--- config.mk ---
export PLATFORM = sky130hd
export DESIGN_NAME = pcap_record_deframer_unit
export DESIGN_NICKNAME = d
export VERILOG_FILES = /design/src/sv/pcapdf_pkg.sv /design/src/sv/pcapdf_parser.sv /design/src/sv/pcapdf_rqueue.sv /design/src/sv/pcap_record_deframer_unit.sv
export SDC_FILE = /design/constraint.sdc
export NUM_CORES = 2
export LEC_CHECK = 0
export BUFFER_PORTS_ARGS = -buffer_cell sky130_fd_sc_hd__buf_2
export CORE_MARGIN = 8
export CORE_UTILIZATION = 40
export CTS_CLUSTER_SIZE = 14
export DETAILED_ROUTE_END_ITERATION = 8
export PLACE_DENSITY = 0.68
export SLEW_MARGIN = 20
export SYNTH_ARGS = -nofsm -noshare
export SYNTH_HDL_FRONTEND = slang
export SYNTH_SLANG_ARGS = --single-unit
--- constraint.sdc ---
create_clock -name clk -period 5.6 [get_ports clk]
set_input_delay 0.84 -clock clk [delete_from_list [all_inputs] [get_ports clk]]
set_output_delay 0.84 -clock clk [all_outputs]
set_load 0.005 [all_outputs]
--- src/sv/pcapdf_pkg.sv ---
// Package: shared types, constants and helper functions for the pcap record deframer.
package pcapdf_pkg;

  typedef enum logic [2:0] {
    PH_GLOBAL = 3'd0,
    PH_RECHDR = 3'd1,
    PH_KEEP   = 3'd2,
    PH_SKIP   = 3'd3,
    PH_STOP   = 3'd4
  } phase_t;

  typedef enum logic [1:0] {
    KIND_HEADER  = 2'd0,
    KIND_PAYLOAD = 2'd1,
    KIND_ERROR   = 2'd2
  } kind_t;

  typedef enum logic [2:0] {
    ERR_TOO_SHORT    = 3'd0,
    ERR_BAD_MAGIC    = 3'd1,
    ERR_BAD_MAJOR    = 3'd2,
    ERR_BAD_RECORD   = 3'd3,
    ERR_SHORT_PACKET = 3'd4
  } err_t;

  localparam logic [1:0] CFG_PROB     = 2'd0;
  localparam logic [1:0] CFG_SEED     = 2'd1;
  localparam logic [1:0] CFG_RAW_LINK = 2'd2;

  localparam logic [31:0] PCAP_MAGIC     = 32'hA1B2_C3D4;
  localparam logic [15:0] PCAP_MAJOR     = 16'd2;
  localparam logic [28:0] FULL_PROB      = 29'h1000_0000;
  localparam logic [15:0] MIN_IP_LEN     = 16'd20;
  localparam logic [31:0] LFSR_TAPS      = 32'h8020_0003;
  localparam logic [31:0] SEED_RESET     = 32'd1;
  localparam logic [31:0] RAW_LINK_RESET = 32'd12;

  // byte positions inside the global header and a record header
  localparam logic [4:0] MAGIC_END   = 5'd4;
  localparam logic [4:0] VER_END     = 5'd8;
  localparam logic [4:0] LINK_START  = 5'd20;
  localparam logic [4:0] GLOBAL_LAST = 5'd23;
  localparam logic [4:0] RECHDR_LAST = 5'd15;

  localparam int RQ_DEPTH = 4;
  localparam int RQ_AW    = $clog2(RQ_DEPTH);

  typedef struct packed {
    kind_t       kind;
    logic [7:0]  payload_byte;
    logic        last;
    logic [31:0] sec;
    logic [31:0] usec;
    logic [15:0] cap;
    logic [31:0] wire_len;
    logic [5:0]  ip;
    err_t        err;
  } result_t;

  function automatic logic [31:0] swap32(input logic [31:0] v);
    return {v[7:0], v[15:8], v[23:16], v[31:24]};
  endfunction

  function automatic logic [15:0] swap16(input logic [15:0] v);
    return {v[7:0], v[15:8]};
  endfunction

  // little-endian byte fill; lane 0 starts a fresh word
  function automatic logic [31:0] put_byte(input logic [31:0] w, input logic [1:0] pos,
                                           input logic [7:0] b);
    logic [31:0] r;
    r = (pos == 2'd0) ? 32'd0 : w;
    r[pos*8 +: 8] = b;
    return r;
  endfunction

  function automatic result_t make_error(input err_t e, input logic last);
    result_t r;
    r      = '0;
    r.kind = KIND_ERROR;
    r.err  = e;
    r.last = last;
    return r;
  endfunction

endpackage

--- src/sv/pcapdf_parser.sv ---
// Parser: global header, record header decode, sampling and payload tracking.
module pcapdf_parser import pcapdf_pkg::*; (
  input  logic        clk,
  input  logic        rst,
  input  logic        fire,
  input  logic [7:0]  in_byte,
  input  logic        in_eof,
  input  logic        cfg_write,
  input  logic [1:0]  cfg_index,
  input  logic [31:0] cfg_data,
  output result_t     res0,
  output result_t     res1,
  output logic [1:0]  res_count
);

  phase_t      phase, phase_next;
  logic [4:0]  cnt, cnt_next;
  logic        reversed, reversed_next;
  logic [15:0] minor, minor_next;
  logic [31:0] magic, magic_next;
  logic [31:0] link_type, link_type_next;
  logic [31:0] rhw [4];
  logic [31:0] rhw_next [4];
  logic [15:0] payload_left, payload_left_next;
  logic        raw_ip, raw_ip_next;
  logic [31:0] lfsr, lfsr_next;
  logic [28:0] prob, prob_next;
  logic [31:0] raw_link, raw_link_next;

  logic [31:0] cur_word, ver_new, lt_new, magic_new;
  logic        magic_ok, rev_new;
  logic [15:0] ver_lo, ver_hi;
  logic [31:0] sec, usec, c_len, l_len, cap, wire_len;
  logic        c_gt_l, l_gt_c, no_swap, bad_rec;
  logic [31:0] lfsr_stepped;
  logic        sampling, keep, raw_new;
  logic [15:0] pl_dec;

  assign cur_word  = put_byte(rhw[cnt[3:2]], cnt[1:0], in_byte);
  assign ver_new   = put_byte(rhw[0], cnt[1:0], in_byte);
  assign lt_new    = put_byte(link_type, cnt[1:0], in_byte);
  assign magic_new = put_byte(magic, cnt[1:0], in_byte);

  assign rev_new  = (magic != PCAP_MAGIC);
  assign magic_ok = (magic == PCAP_MAGIC) || (swap32(magic) == PCAP_MAGIC);
  assign ver_lo   = rev_new ? swap16(rhw[0][15:0]) : rhw[0][15:0];
  assign ver_hi   = rev_new ? swap16(rhw[0][31:16]) : rhw[0][31:16];

  assign sec   = reversed ? swap32(rhw[0]) : rhw[0];
  assign usec  = reversed ? swap32(rhw[1]) : rhw[1];
  assign c_len = reversed ? swap32(rhw[2]) : rhw[2];
  assign l_len = reversed ? swap32(cur_word) : cur_word;

  assign c_gt_l   = c_len > l_len;
  assign l_gt_c   = l_len > c_len;
  assign no_swap  = (minor > 16'd3) || ((minor == 16'd3) && !c_gt_l);
  assign cap      = no_swap ? c_len : l_len;
  assign wire_len = no_swap ? l_len : c_len;
  assign bad_rec  = (no_swap ? c_gt_l : l_gt_c) || (|cap[31:16]);

  assign lfsr_stepped = {1'b0, lfsr[31:1]} ^ (lfsr[0] ? LFSR_TAPS : 32'd0);
  assign sampling     = prob < FULL_PROB;
  assign keep         = !sampling || ({1'b0, lfsr_stepped[27:0]} < prob);
  assign raw_new      = (link_type == raw_link) && (cap[15:0] >= MIN_IP_LEN);
  assign pl_dec       = payload_left - 16'd1;

  always_comb begin
    phase_next        = phase;
    cnt_next          = cnt;
    reversed_next     = reversed;
    minor_next        = minor;
    magic_next        = magic;
    link_type_next    = link_type;
    rhw_next          = rhw;
    payload_left_next = payload_left;
    raw_ip_next       = raw_ip;
    lfsr_next         = lfsr;
    prob_next         = prob;
    raw_link_next     = raw_link;
    res0              = '0;
    res1              = '0;
    res_count         = 2'd0;

    if (fire) begin
      unique case (phase)
        PH_GLOBAL: begin
          if (cnt < MAGIC_END) begin
            magic_next = magic_new;
          end else if (cnt < VER_END) begin
            rhw_next[0] = ver_new;
          end else if (cnt >= LINK_START) begin
            link_type_next = lt_new;
          end
          cnt_next = cnt + 5'd1;
          if (cnt == GLOBAL_LAST) begin
            cnt_next = '0;
            if (!magic_ok) begin
              res0       = make_error(ERR_BAD_MAGIC, 1'b0);
              res_count  = 2'd1;
              phase_next = PH_STOP;
            end else if (ver_lo != PCAP_MAJOR) begin
              res0       = make_error(ERR_BAD_MAJOR, 1'b0);
              res_count  = 2'd1;
              phase_next = PH_STOP;
            end else begin
              reversed_next  = rev_new;
              minor_next     = ver_hi;
              link_type_next = rev_new ? swap32(lt_new) : lt_new;
              phase_next     = in_eof ? PH_STOP : PH_RECHDR;
            end
          end else if (in_eof) begin
            res0       = make_error(ERR_TOO_SHORT, 1'b0);
            res_count  = 2'd1;
            phase_next = PH_STOP;
          end
        end
        PH_RECHDR: begin
          rhw_next[cnt[3:2]] = cur_word;
          cnt_next           = cnt + 5'd1;
          if (cnt == RECHDR_LAST) begin
            cnt_next = '0;
            if (bad_rec) begin
              res0       = make_error(ERR_BAD_RECORD, 1'b0);
              res_count  = 2'd1;
              phase_next = PH_STOP;
            end else begin
              if (sampling) begin
                lfsr_next = lfsr_stepped;
              end
              payload_left_next = cap[15:0];
              raw_ip_next       = raw_new;
              if (keep) begin
                res0.kind     = KIND_HEADER;
                res0.last     = (cap == 32'd0);
                res0.sec      = sec;
                res0.usec     = usec;
                res0.cap      = cap[15:0];
                res0.wire_len = wire_len;
                res_count     = 2'd1;
              end
              if (cap == 32'd0) begin
                phase_next = PH_RECHDR;
              end else begin
                phase_next = keep ? PH_KEEP : PH_SKIP;
              end
              if (in_eof) begin
                if (keep && (cap != 32'd0)) begin
                  res1      = make_error(ERR_SHORT_PACKET, 1'b1);
                  res_count = 2'd2;
                end
                phase_next = PH_STOP;
              end
            end
          end else if (in_eof) begin
            phase_next = PH_STOP;
          end
        end
        PH_KEEP: begin
          raw_ip_next       = 1'b0;
          payload_left_next = pl_dec;
          res0.kind         = KIND_PAYLOAD;
          res0.payload_byte = in_byte;
          res0.last         = (pl_dec == 16'd0);
          res0.ip           = raw_ip ? {in_byte[3:0], 2'b00} : 6'd0;
          res_count         = 2'd1;
          if (pl_dec == 16'd0) begin
            phase_next = PH_RECHDR;
          end
          if (in_eof) begin
            if (pl_dec != 16'd0) begin
              res1      = make_error(ERR_SHORT_PACKET, 1'b1);
              res_count = 2'd2;
            end
            phase_next = PH_STOP;
          end
        end
        PH_SKIP: begin
          payload_left_next = pl_dec;
          if (pl_dec == 16'd0) begin
            phase_next = PH_RECHDR;
          end
          if (in_eof) begin
            phase_next = PH_STOP;
          end
        end
        default: begin
        end
      endcase
    end

    if (cfg_write) begin
      unique case (cfg_index)
        CFG_PROB:     prob_next = cfg_data[28:0];
        CFG_SEED:     lfsr_next = (cfg_data == 32'd0) ? SEED_RESET : cfg_data;
        CFG_RAW_LINK: raw_link_next = cfg_data;
        default: begin
        end
      endcase
    end
  end

  always_ff @(posedge clk) begin
    if (rst) begin
      phase        <= PH_GLOBAL;
      cnt          <= '0;
      reversed     <= 1'b0;
      minor        <= '0;
      magic        <= '0;
      link_type    <= '0;
      payload_left <= '0;
      raw_ip       <= 1'b0;
      lfsr         <= SEED_RESET;
      prob         <= FULL_PROB;
      raw_link     <= RAW_LINK_RESET;
    end else begin
      phase        <= phase_next;
      cnt          <= cnt_next;
      reversed     <= reversed_next;
      minor        <= minor_next;
      magic        <= magic_next;
      link_type    <= link_type_next;
      payload_left <= payload_left_next;
      raw_ip       <= raw_ip_next;
      lfsr         <= lfsr_next;
      prob         <= prob_next;
      raw_link     <= raw_link_next;
    end
  end

  always_ff @(posedge clk) begin
    rhw <= rhw_next;
  end

endmodule

--- src/sv/pcapdf_rqueue.sv ---
// Result queue: takes up to two results a cycle, hands out one.
module pcapdf_rqueue import pcapdf_pkg::*; (
  input  logic       clk,
  input  logic       rst,
  input  logic [1:0] push_count,
  input  result_t    res0,
  input  result_t    res1,
  input  logic       pop,
  output result_t    head,
  output logic       not_empty,
  output logic       space
);

  result_t          q [RQ_DEPTH];
  logic [RQ_AW-1:0] wr_ptr, rd_ptr;
  logic [RQ_AW:0]   count, count_next;

  assign head       = q[rd_ptr];
  assign not_empty  = (count != '0);
  assign space      = (count <= (RQ_AW+1)'(RQ_DEPTH - 2));
  assign count_next = count + (RQ_AW+1)'(push_count) - (RQ_AW+1)'(pop);

  always_ff @(posedge clk) begin
    if (push_count != 2'd0) begin
      q[wr_ptr] <= res0;
    end
    if (push_count == 2'd2) begin
      q[wr_ptr + RQ_AW'(1)] <= res1;
    end
  end

  always_ff @(posedge clk) begin
    if (rst) begin
      wr_ptr <= '0;
      rd_ptr <= '0;
      count  <= '0;
    end else begin
      wr_ptr <= wr_ptr + RQ_AW'(push_count);
      rd_ptr <= rd_ptr + RQ_AW'(pop);
      count  <= count_next;
    end
  end

endmodule

--- src/sv/pcap_record_deframer_unit.sv ---
// Top level of the pcap record deframer: input register, parser and result queue.
//
//   channel  direction  handshake              payload
//   in       sink       in_valid / in_stall    file_byte, end_of_file
//   out      source     out_valid / out_stall  kind .. error_code (one result per request)
//   cfg      sink       cfg_write              cfg_index, cfg_data
//
// One byte per cycle while in_stall is low: a byte is parsed while it sits in the
// input register and its results enter the queue at the next edge, so each result
// passes through the input register and then the queue before it is on the output.
// A byte may yield two results; the four-entry queue absorbs the extra one.
// in_stall rises only while the queue holds more than two results.
// rst is synchronous; after it the block expects a global header.
module pcap_record_deframer_unit import pcapdf_pkg::*; (
  input  logic        clk,
  input  logic        rst,
  input  logic        in_valid,
  output logic        in_stall,
  input  logic [7:0]  file_byte,
  input  logic        end_of_file,
  output logic        out_valid,
  input  logic        out_stall,
  output logic [1:0]  kind,
  output logic [7:0]  payload_byte,
  output logic        last_of_packet,
  output logic [31:0] stamp_seconds,
  output logic [31:0] stamp_micros,
  output logic [15:0] captured_length,
  output logic [31:0] wire_length,
  output logic [5:0]  ip_header_bytes,
  output logic [2:0]  error_code,
  input  logic        cfg_write,
  input  logic [1:0]  cfg_index,
  input  logic [31:0] cfg_data
);

  logic       in_full;
  logic [7:0] in_byte;
  logic       in_eof;
  logic       fire, space, accept, pop;
  result_t    res0, res1, head;
  logic [1:0] res_count;

  assign fire     = in_full && space;
  assign in_stall = in_full && !space;
  assign accept   = in_valid && !in_stall;
  assign pop      = out_valid && !out_stall;

  always_ff @(posedge clk) begin
    if (rst) begin
      in_full <= 1'b0;
    end else if (accept) begin
      in_full <= 1'b1;
    end else if (fire) begin
      in_full <= 1'b0;
    end
  end

  always_ff @(posedge clk) begin
    if (accept) begin
      in_byte <= file_byte;
      in_eof  <= end_of_file;
    end
  end

  pcapdf_parser u_parser (
    .clk       (clk),
    .rst       (rst),
    .fire      (fire),
    .in_byte   (in_byte),
    .in_eof    (in_eof),
    .cfg_write (cfg_write),
    .cfg_index (cfg_index),
    .cfg_data  (cfg_data),
    .res0      (res0),
    .res1      (res1),
    .res_count (res_count)
  );

  pcapdf_rqueue u_rqueue (
    .clk        (clk),
    .rst        (rst),
    .push_count (res_count),
    .res0       (res0),
    .res1       (res1),
    .pop        (pop),
    .head       (head),
    .not_empty  (out_valid),
    .space      (space)
  );

  assign kind            = head.kind;
  assign payload_byte    = head.payload_byte;
  assign last_of_packet  = head.last;
  assign stamp_seconds   = head.sec;
  assign stamp_micros    = head.usec;
  assign captured_length = head.cap;
  assign wire_length     = head.wire_len;
  assign ip_header_bytes = head.ip;
  assign error_code      = head.err;

endmodule

==> flow_summary.json <==
{
  "status": "complete, no violations",
  "cts_buffers": 95,
  "dp_hpwl_um": 109000,
  "min_from": "end_of_file",
  "seq_area_frac_synth_pct": 43.4,
  "utilization_pct": 48.2,
  "worst-setup-path-type": "reg2reg",
  "start_util_pct": 40.4,
  "p_int_uw": 11400,
  "finalSetupViolCount": 0,
  "gr-total-overflow": 0,
  "cp-start-kind": "register",
  "die_area_mm2": 0.119,
  "hold_class": "in2reg",
  "grt_pass1_wl_um": 225000,
  "gp_congestion": 1.05,
  "r2r_start": "u_parser.cnt[0]",
  "final.period_utilization_pct": 97.1,
  "cts-root-buf": "clkbuf_16",
  "drive_gt1_share_pct": 21.7,
  "post-place-cells": 6077,
  "clock_sinks": 864,
  "holdPathEnd": "in_eof",
  "p_sw_uw": 4400,
  "num_antenna_cells": 0,
  "synth_top_area_share_pct": 33.1,
  "avgViaCountPerCell": 5.87,
  "max_slew_margin_pct": 28.7,
  "holdPathStages": 1,
  "rows": 120,
  "yosysTopAreaCell": "dfxtp_1",
  "r2r_cells": 26,
  "portBuffers": 179,
  "cp.required_ns": 6.21,
  "rsz0062_at_grt": "true",
  "cap_violations": 0,
  "ant_nets": 0,
  "clock_path_buffers": 3,
  "pwr-share-seq_pct": 42.3,
  "crit_fanout": 13,
  "core_mm2": 0.107,
  "clock_skew_ns": 0.0571,
  "netlist_top_cells_area": "dfxtp_1 33%, mux2i_1 11%, edfxtp_1 10%",
  "r2r_end": "u_rqueue.q[3][31]",
  "stdcell_count": 6274,
  "cp-end-kind": "register",
  "insertion_delay_ns": 0.69,
  "synth-seq-cells": 864,
  "dr.first_iter.drc_count": 3813,
  "synth_cells": 4486,
  "routedWlPerCell_um": 24.3,
  "p_per_area_mw_per_mm2": 305,
  "p_sw_share_pct": 27.9,
  "cts_tree": "yes",
  "ys.flop_type": "dfxtp_1",
  "grt_pass1_vias": 35200,
  "die_y_um": 345,
  "crit_arrival_ns": 6.05,
  "h-tree-depth": 3,
  "dr.pass1.iters": 6,
  "syn_avg_cell_area_um2": 9.64,
  "yosysWarnings": 0,
  "peakVddDrop_mv": 0.235,
  "p_leak_uw": 0.0207,
  "clkPwrFrac_pct": 41.6,
  "area_delta_synth_final_pct": 19.5,
  "grt_usage_pct": 24.5,
  "synth_area_mm2": 0.0433,
  "antenna_found_initial": 2,
  "comb_power_share_pct": 16.1,
  "die_w_um": 345,
  "tightest_slew_ns": 1.07,
  "cts.clk_slew.worst_paths_ns": 0.06,
  "synth_cell_types": 80,
  "hold_viol": 0,
  "ff2ff_setup_slack_ns": 0.16,
  "grt_max_degree": 124,
  "drt_wl_total_um": 152000,
  "timing.hold.ws_ns": 0.331,
  "fmax_ghz": 0.184,
  "synth_edf_count": 149,
  "drc_errors": 0,
  "async_flop_share_pct": 0,
  "io_pins": 182,
  "period_needed_ns": 5.44,
  "slew_violations": 0,
  "num-nets-final": 4913,
  "vias": 36800
}
## Yosys cell counts, types with 13 or more instances
cell type	number
nor3_1	28
a311oi_1	30
buf_1	42
dfxtp_1	715
nor4_1	33
xor2_1	23
buf_2	62
mux4_2	161
o2bb2ai_1	123
nand2_1	832
nor2b_1	13
edfxtp_1	149
mux2_2	83
inv_1	105
ha_1	74
nor2_1	242
a211oi_1	91
mux2i_1	496
and2_1	50
o21ai_0	97
nand4_1	23
a21o_1	16
a22oi_1	16
xnor2_1	21
a21oi_1	231
nand3_1	268
clkbuf_1	250
## metal layers
| metal | track usage, % | wire, µm |
|---|---|---|
| met5 | 0 | 10 |
| met4 | 9.19 | 6160 |
| met3 | 4.80 | 12900 |
| met1 | 33.0 | 63900 |
| met2 | 38.9 | 69400 |
## sequential cells by signal (all words and copies together), names as in the netlist, 5 cells and up
signal and count:
in_byte 8, u_parser.link_type 32, u_rqueue.q 520, u_parser.cnt 5
u_parser.payload_left 16, u_parser.raw_link 32, u_parser.minor 16, u_parser.rhw 128
u_parser.prob 29, u_parser.magic 32, u_parser.lfsr 32
## final cells by class
class | instances | area (µm²)
flip-flops and latches | 864 | 18800
clock buffers | 143 | 2830
well taps | 1403 | 1760
fillers | 9907 | 55500
clock inverters | 35 | 464
repair buffers | 575 | 4520
inverters | 107 | 402
multi-input cells | 3147 | 22900
## logic make-up after synthesis
group                    after synthesis  share of synthesized area [%]
AO/OA/AOI/OAI                        709                           10.9
XOR/XNOR                              44                          0.891
adder cells (fa/ha/maj)               75                           2.19
buffers and inverters                476                           4.47
flip-flops                           864                           43.4
multiplexers                         740                           22.0
other                                  1                        0.00867
AND/OR/NAND/NOR                     1577                           16.1
## worst max path at each step
stage / from / to / slack [ns] / cells after the start
2_1_floorplan: u_parser.cnt[0] / u_rqueue.count[2] / 0.04 / 23
3_3_place_gp: u_parser.cnt[2] / u_rqueue.count[2] / 0.05 / 21
3_5_place_dp: u_parser.cnt[0] / u_rqueue.count[2] / 0.03 / 23
4_1_cts: u_parser.cnt[2] / u_rqueue.count[2] / 0.008 / 20
5_1_grt: u_parser.cnt[0] / u_rqueue.count[2] / -0.03 / 27
6_report: u_parser.cnt[0] / u_rqueue.q[3][31] / 0.16 / 26
## worst max-delay path, cell delays in order (launching register included)
cell and delay, ns:
dfxtp_2 0.34, inv_2 0.06, ha_4 0.26, buf_4 0.14
nor4bb_4 0.29, buf_4 0.21, buf_4 0.15, a22oi_1 0.12
a21o_1 0.27, ha_1 0.31, nand4_1 0.18, buf_4 0.21
nor4_4 0.23, buf_4 0.18, inv_2 0.05, a31oi_4 0.17
o21ai_2 0.08, o32a_1 0.40, buf_4 0.15, a2bb2oi_1 0.22
buf_4 0.16, o211ai_1 0.20, o21ai_4 0.27, buf_12 0.14
clkbuf_16 0.22, buf_4 0.17, mux2i_1 0.20
## power groups by stage
| stage | Sequential (µW) | Clock [µW] | Combinational (µW) |
|---|---|---|---|
| floorplan | 6660 | 0 | 1500 |
| global placement | 6810 | 0 | 2440 |
| detailed placement | 6810 | 0 | 2440 |
| CTS | 6670 | 6630 | 2450 |
| global route | 6690 | 6900 | 2680 |
| finish | 6670 | 6560 | 2530 |
## layout by cell type (no fill, tap or decap), types with 8 or more instances in the layout
| master | count |
|---|---|
| nor3_1 | 27 |
| inv_1 | 103 |
| o2bb2ai_1 | 123 |
| or3_1 | 9 |
| dfxtp_1 | 708 |
| nor2b_1 | 12 |
| a311oi_1 | 30 |
| edfxtp_1 | 149 |
| buf_12 | 49 |
| nand2b_1 | 10 |
| nand4_1 | 23 |
| xor2_1 | 23 |
| nand2_1 | 832 |
| mux2i_1 | 494 |
| xnor2_1 | 20 |
| o21ai_0 | 93 |
| a21boi_0 | 8 |
| a21o_1 | 14 |
| nor2_1 | 237 |
| a21oi_1 | 225 |
| clkbuf_16 | 98 |
| and2_1 | 48 |
| buf_2 | 178 |
| and3_1 | 11 |
| clkbuf_1 | 20 |
| clkbuf_8 | 23 |
| buf_4 | 342 |
| nor4_1 | 30 |
| nand3_1 | 268 |
| nand3b_1 | 9 |
| o21a_1 | 12 |
| mux2_2 | 83 |
| ha_1 | 70 |
| o211ai_1 | 9 |
| clkinv_2 | 12 |
| a211oi_1 | 91 |
| o21ai_1 | 11 |
| a22oi_1 | 16 |
| mux4_2 | 161 |
## what timing repair did
action	4_1_cts	5_1_grt
endpoints found under the hold margin	0	0
gates resized for setup	1	48
hold buffers	0	0
gates cloned	0	2
endpoints found under the setup margin	1	528
pin swaps	1	21
setup buffers	0	17
## per-stage QoR
stage / total power (µW) / worst slack [ns] / setup TNS [ns] / area, µm²
final: 15800 / 0.165 / 0 / 51700
after global placement: 9250 / 0.0499 / 0 / 48000
after global routing: 16300 / -0.0281 / -0.0281 / 51700
after floorplan: 8150 / 0.0396 / 0 / 43300
after CTS: 15800 / 0.00800 / 0 / 51300
after detailed placement: 9250 / 0.0271 / 0 / 48000
(Power assumes the default switching activity.)
